--- src/rtl/sdm_pkg.sv ---
package sdm_pkg;

    // Default operand width in bits.
    localparam int WORD_BITS_DEF = 64;

    // Width of every data port of the block.
    localparam int PORT_BITS = 64;

    // Side information that travels down the pipeline next to each request.
    typedef struct packed {
        logic valid;     // The stage holds a live request.
        logic a_neg;     // The dividend is negative.
        logic b_neg;     // The divisor is negative.
        logic div_zero;  // The divisor is zero.
    } ctl_t;

endpackage

--- src/rtl/sdm_div_step.sv ---
module sdm_div_step #(
    parameter int WORD_BITS = sdm_pkg::WORD_BITS_DEF
) (
    input  logic                 clk,
    input  logic                 rst_n,
    input  logic                 advance,
    input  sdm_pkg::ctl_t        ctl_in,
    input  logic [WORD_BITS-1:0] rem_in,
    input  logic [WORD_BITS-1:0] num_in,
    input  logic [WORD_BITS-1:0] den_in,
    input  logic [WORD_BITS-1:0] b_in,
    output sdm_pkg::ctl_t        ctl_out,
    output logic [WORD_BITS-1:0] rem_out,
    output logic [WORD_BITS-1:0] num_out,
    output logic [WORD_BITS-1:0] den_out,
    output logic [WORD_BITS-1:0] b_out
);

    sdm_pkg::ctl_t        ctl_reg;
    logic [WORD_BITS-1:0] rem_reg;
    logic [WORD_BITS-1:0] num_reg;
    logic [WORD_BITS-1:0] den_reg;
    logic [WORD_BITS-1:0] b_reg;

    logic [WORD_BITS:0]   shifted;
    logic [WORD_BITS:0]   diff;
    logic                 fits;
    logic [WORD_BITS-1:0] rem_next;
    logic [WORD_BITS-1:0] num_next;

    // One restoring step: bring down the next dividend bit and try the subtraction.
    // The quotient bit shifts in at the bottom as the dividend bits leave the top.
    always_comb
    begin
        shifted  = {rem_in, num_in[WORD_BITS-1]};
        diff     = shifted - {1'b0, den_in};
        fits     = ~diff[WORD_BITS];
        rem_next = fits ? diff[WORD_BITS-1:0] : shifted[WORD_BITS-1:0];
        num_next = {num_in[WORD_BITS-2:0], fits};
    end

    // Control state of the stage.
    always_ff @(posedge clk or negedge rst_n)
    begin
        if (!rst_n)
        begin
            ctl_reg <= '0;
        end
        else if (advance)
        begin
            ctl_reg <= ctl_in;
        end
    end

    // Data of the stage, loaded whenever the pipeline moves.
    always_ff @(posedge clk)
    begin
        if (advance)
        begin
            rem_reg <= rem_next;
            num_reg <= num_next;
            den_reg <= den_in;
            b_reg   <= b_in;
        end
    end

    assign ctl_out = ctl_reg;
    assign rem_out = rem_reg;
    assign num_out = num_reg;
    assign den_out = den_reg;
    assign b_out   = b_reg;

endmodule

--- config.mk ---
export PLATFORM = sky130hd
export DESIGN_NAME = sdm_div_step
export DESIGN_NICKNAME = d
export VERILOG_FILES = /design/src/rtl/sdm_pkg.sv /design/src/rtl/sdm_div_step.sv
export SDC_FILE = /design/constraint.sdc
export NUM_CORES = 1
export LEC_CHECK = 0
export BUFFER_PORTS_ARGS = -buffer_cell sky130_fd_sc_hd__buf_2
export CORE_ASPECT_RATIO = 1.75
export CORE_MARGIN = 2
export CORE_UTILIZATION = 30
export DETAILED_ROUTE_END_ITERATION = 12
export PLACE_DENSITY = 0.63
export SLEW_MARGIN = 20
export SYNTH_ARGS = -nofsm -noshare
export SYNTH_HDL_FRONTEND = slang
export SYNTH_SLANG_ARGS = --single-unit
--- constraint.sdc ---
create_clock -name clk -period 0.95 [get_ports clk]
set_input_delay 0.1425 -clock clk [delete_from_list [all_inputs] [get_ports clk]]
set_output_delay 0.1425 -clock clk [all_outputs]
set_load 0.005 [all_outputs]
; Word level (Yosys, flattened, before mapping)
; Index checks and enable logic that the tools add are counted.
[op_classes]
n_addsub = 1
muxes = 1
bitwise = 1
[ops]
columns = operator, n
row1 = $sub 65x64->65, 1
row2 = $mux 64, 1
row3 = $not 1->1, 1
[word_totals]
register_bits = 260
in_bits = 263
output_inout_bits = 260
word_cells = 11

; Depth between registers and ports, before layout
[logic_depth]
ltp_word = 2
mapped_depth = 14
depth_no_buf = 13

; Worst setup path before layout
; OpenSTA, ideal clock, no wires.
[synth_timing]
path_type = in2reg
start = input port den_in[26]
end = register rem_reg[59], in the netlist rem_out[59], data pin
setup_ns = 0.262
arrival_ns = 2.897
required_ns = 0.688
setup_slack_ns = -2.209
path_stages = 10
n_path_buf = 0
path_cell_list = inv_1 ha_1 a21o_1 or4b_1 or4b_4 a311o_1 a211oi_2 o21ai_1 mux2i_1 mux2_1
[synth_between]
elab_chain_cells = 2
[synth_rtl]
columns = element, line_no
row1 = "start, declared", sdm_div_step.sv:10  ; input logic [WORD_BITS-1:0] den_in,
row2 = $sub 65x64->65, sdm_div_step.sv:36  ; diff = shifted - {1'b0, den_in};
row3 = $mux 64, sdm_div_step.sv:38  ; rem_next = fits ? diff[WORD_BITS-1:0] : shifted[WORD_BITS-1:0];
row4 = net rem_next[59], sdm_div_step.sv:28  ; logic [WORD_BITS-1:0] rem_next;
row5 = "end signal, assigned", sdm_div_step.sv:60  ; rem_reg <= rem_next;
row6 = "end, declared", sdm_div_step.sv:20  ; logic [WORD_BITS-1:0] rem_reg;
; The timed path passes the listed nets, and every way through them passes these cells.
; A chain may end at the register's enable or synchronous reset.

; Worst setup path in the final report
[layout_timing]
start = input port den_in[0]
end = register rem_reg[32], in the netlist rem_out[32], data pin
; Same word-level chain as after synthesis.

==> results.yml <==
placed_design:
  placed_cell_area_mm2: 0.0189
  post-place-ws_ns: -2.49
  dp_hpwl_um: 37500
  place_inst: 2360
  place_congestion: 0.884
  portBuffers: 522
synth:
  synth-seq-cells: 260
  synth_fp_nets: 1334
  synth-main-ff-cell: "edfxtp_1"
  yosysWarnings: 0
  syn_inst: 1006
  synth_edf_count: 256
  syn_area_mm2: 0.0129
  postSynth.asyncResetShare: 0.0154
  synth-seq-area-share: 0.605
  synthDistinctLibCells: 72
  syn_area_per_cell_um2: 12.8
floorplan:
  core.rowCount: 100
  core_region_area_mm2: 0.0424
  fp.dieW_um: 161
  dieArea_mm2: 0.0446
  ios: 523
  start_util: 0.303
  die_y_um: 278
route:
  via_per_inst: 4.67
  drt-pass1-iter-count: 5
  vias: 12600
  routed_wl_um: 50900
  highest_layer: "met4"
  routedWlPerCell_um: 18.8
  wl_met2_um: 28400
  antenna_left: 0
  drc_errors: 0
  wl_met3_um: 2560
  drt-initial-drc-count: 589
  wl_met1_um: 17400
power:
  switching_power_mw: 9.73
  p_int_mw: 25.7
  ir_drop_mv: 1.62
  power.leakage_nw: 10.6
  power_frac_clock: 0.290
  power.density_mw_per_mm2: 1520
  combPwrFrac: 0.302
  seq_power_share: 0.408
  switching_share: 0.275
cells_and_area:
  regArea_mm2: 0.00779
  area_growth_pct: 80.8
  final_common_cell: "buf_2"
  fillCellCount: 3540
  drive_gt1_frac: 0.498
  final_area_mm2: 0.0233
  fin_nets: 2439
  final_cell_mix: "buf_2 (501), buf_4 (312), edfxtp_1 (256), dlygate4sd3_1 (251), inv_1 (74)"
  multiInputGateArea_mm2: 0.00544
  fin_cells: 2703
critical_path:
  path_delay_family: "compound AO/OA/AOI/OAI gates"
  critPathBufInv: 5
  cp_slowest_stage_delay_ns: 0.37
  crit_slowest_cell: "fa_2"
  crit_type: "in -> reg"
  crit_chain: "buf_8, ha_4, fa_2, nor2b_4, o211ai_1, a21o_1, o22a_1, a21oi_2, o21ai_2, and2_4, o211a_4, inv_8, buf_12, buf_12, buf_12, mux2_4"
  worstPathRequired_ns: 1.26
  critPathLaunchType: "primary input"
  cp.arrival_ns: 3.00
  end_kind: "flip-flop"
  cp_max_fo: 5
  cp_common_cell: "buf_12"
clock_network:
  htreeDepth: 1
  clk_path_buf_depth: 3
  cts.reportedPaths.clkPinSlew_ns: 0.07
  clk_latency_ns: 0.55
  cts-root-buf: "clkbuf_16"
  numCtsBuffers: 26
  cts_sinks: 260
  cts_tree: "yes"
grt:
  grt_pass1_vias: 13700
  grt_pass1_wl_um: 75900
  antenna_found_initial: 13
  grtUsageTotal: 0.222
  grt_max_degree: 26
  grt_overflow: 0
timing:
  fin_crit_sh: 2.83
  fmax_mhz: 371
  slew_viol_final: 0
  fin_skew_ns: 0
  setup_tns_ns: -172.65
  setup_viol: 325
  worst_slew_pin_slew_ns: 0.725
  relSlewSlack: 0.504
  rsz0062_at_grt: "yes"
  period_needed_ns: 2.69
  hold_viol: 0
  fin_ws_ns: -1.74
min_path:
  hold_path_class: "in -> reg"
outcome:
  status: "finished with violations"
  violations: "negative setup slack"
run:
  drv_cap: 0
==> metrics by stage <==
step	power, mW	hold WS, ns	util
5_1_grt	36.9	0.0124	0.548
2_1_floorplan	18.6	-0.153	-
3_5_place_dp	23.3	-0.0328	0.445
4_1_cts	35.8	-0.210	0.547
6_report	35.4	0.0189	0.549
3_3_place_gp	23.2	-0.0347	0.445
==> power by group through the flow <==
stage	sequential, mW	clock (mW)	combinational, mW
after detailed placement	14.6	0	8.67
after global placement	14.6	0	8.55
final	14.4	10.3	10.7
after CTS	14.4	10.6	10.8
after global routing	14.5	10.9	11.5
after floorplan	14.8	0	3.86
==> metal layers <==
metal	GRT usage	up-vias
met1	0.215	6063
met4	0.109	0
li1	-	5996
met3	0.0347	123
met5	0	-
met2	0.443	437
==> cells in the mapped netlist (all sizes together) (9+ instances only) <==
| cell | number | area [µm²] |
|---|---|---|
| edfxtp | 256 | 7690 |
| inv | 88 | 330 |
| a21oi | 79 | 399 |
| ha | 64 | 801 |
| nand2 | 62 | 233 |
| mux2 | 61 | 691 |
| nor2 | 42 | 158 |
| o21ai | 36 | 180 |
| xnor2 | 34 | 298 |
| a21o | 32 | 240 |
| clkbuf | 26 | 97.6 |
| xor2 | 23 | 201 |
| nand4 | 22 | 138 |
| o21bai | 15 | 113 |
| nor2b | 11 | 68.8 |
| nand3 | 10 | 50.1 |
| and3 | 9 | 56.3 |
==> cell families after synthesis <==
logic type	Yosys count	share of synthesized area
AOI/OAI and AO/OA	236	0.120
xor gates and xnor gates	57	0.0388
adders and majority gates	65	0.0638
buffers and inverters	121	0.0362
DFF	260	0.605
muxes	67	0.0583
and+or+nand+nor	200	0.0782
==> tightest hold or removal path, cell delays in order <==
cell,delay [ns]
buf_2,0.12
inv_1,0.08
mux2i_4,0.07
==> worst paths after layout <==
path / startpoint / end / slack [ns] / cells past startpoint
setup / recovery: den_in[0] / rem_out[32] / -1.74 / 16
hold / removal: rem_in[45] / rem_out[46] / 0.02 / 3
setup reg to reg: ctl_out[2] / ctl_out[2] / 0.20 / 1
hold reg to reg: ctl_out[1] / ctl_out[1] / 0.51 / 1
max in group asynchronous: rst_n / ctl_out[2] / 0.23 / 3
min in group asynchronous: rst_n / ctl_out[1] / 0.51 / 3
==> sequential cells by signal, indices dropped and copies added (netlist names) <==
| register | flops |
|---|---|
| b_out | 64 |
| den_out | 64 |
| num_out | 64 |
| rem_out | 64 |
| ctl_out | 4 |
==> repair_timing <==
item,CTS,global route
pin swaps,20,24
hold endpoints to repair,253,1
setup endpoints to repair,325,325
gates cloned,8,0
setup buffers,26,9
gates resized for setup,105,49
hold buffers,250,1
==> area by class of cell <==
cell class | count | area share
Clock buffer | 27 | 0.0281
Sequential cell | 260 | 0.335
Tap cell | 561 | 0.0302
Antenna cell | 12 | 0.00129
Inverter | 88 | 0.0162
Timing Repair Buffer | 1110 | 0.348
Multi-Input combinational cell | 625 | 0.234
Clock inverter | 20 | 0.00806
Power figures use the tool's default switching activity.
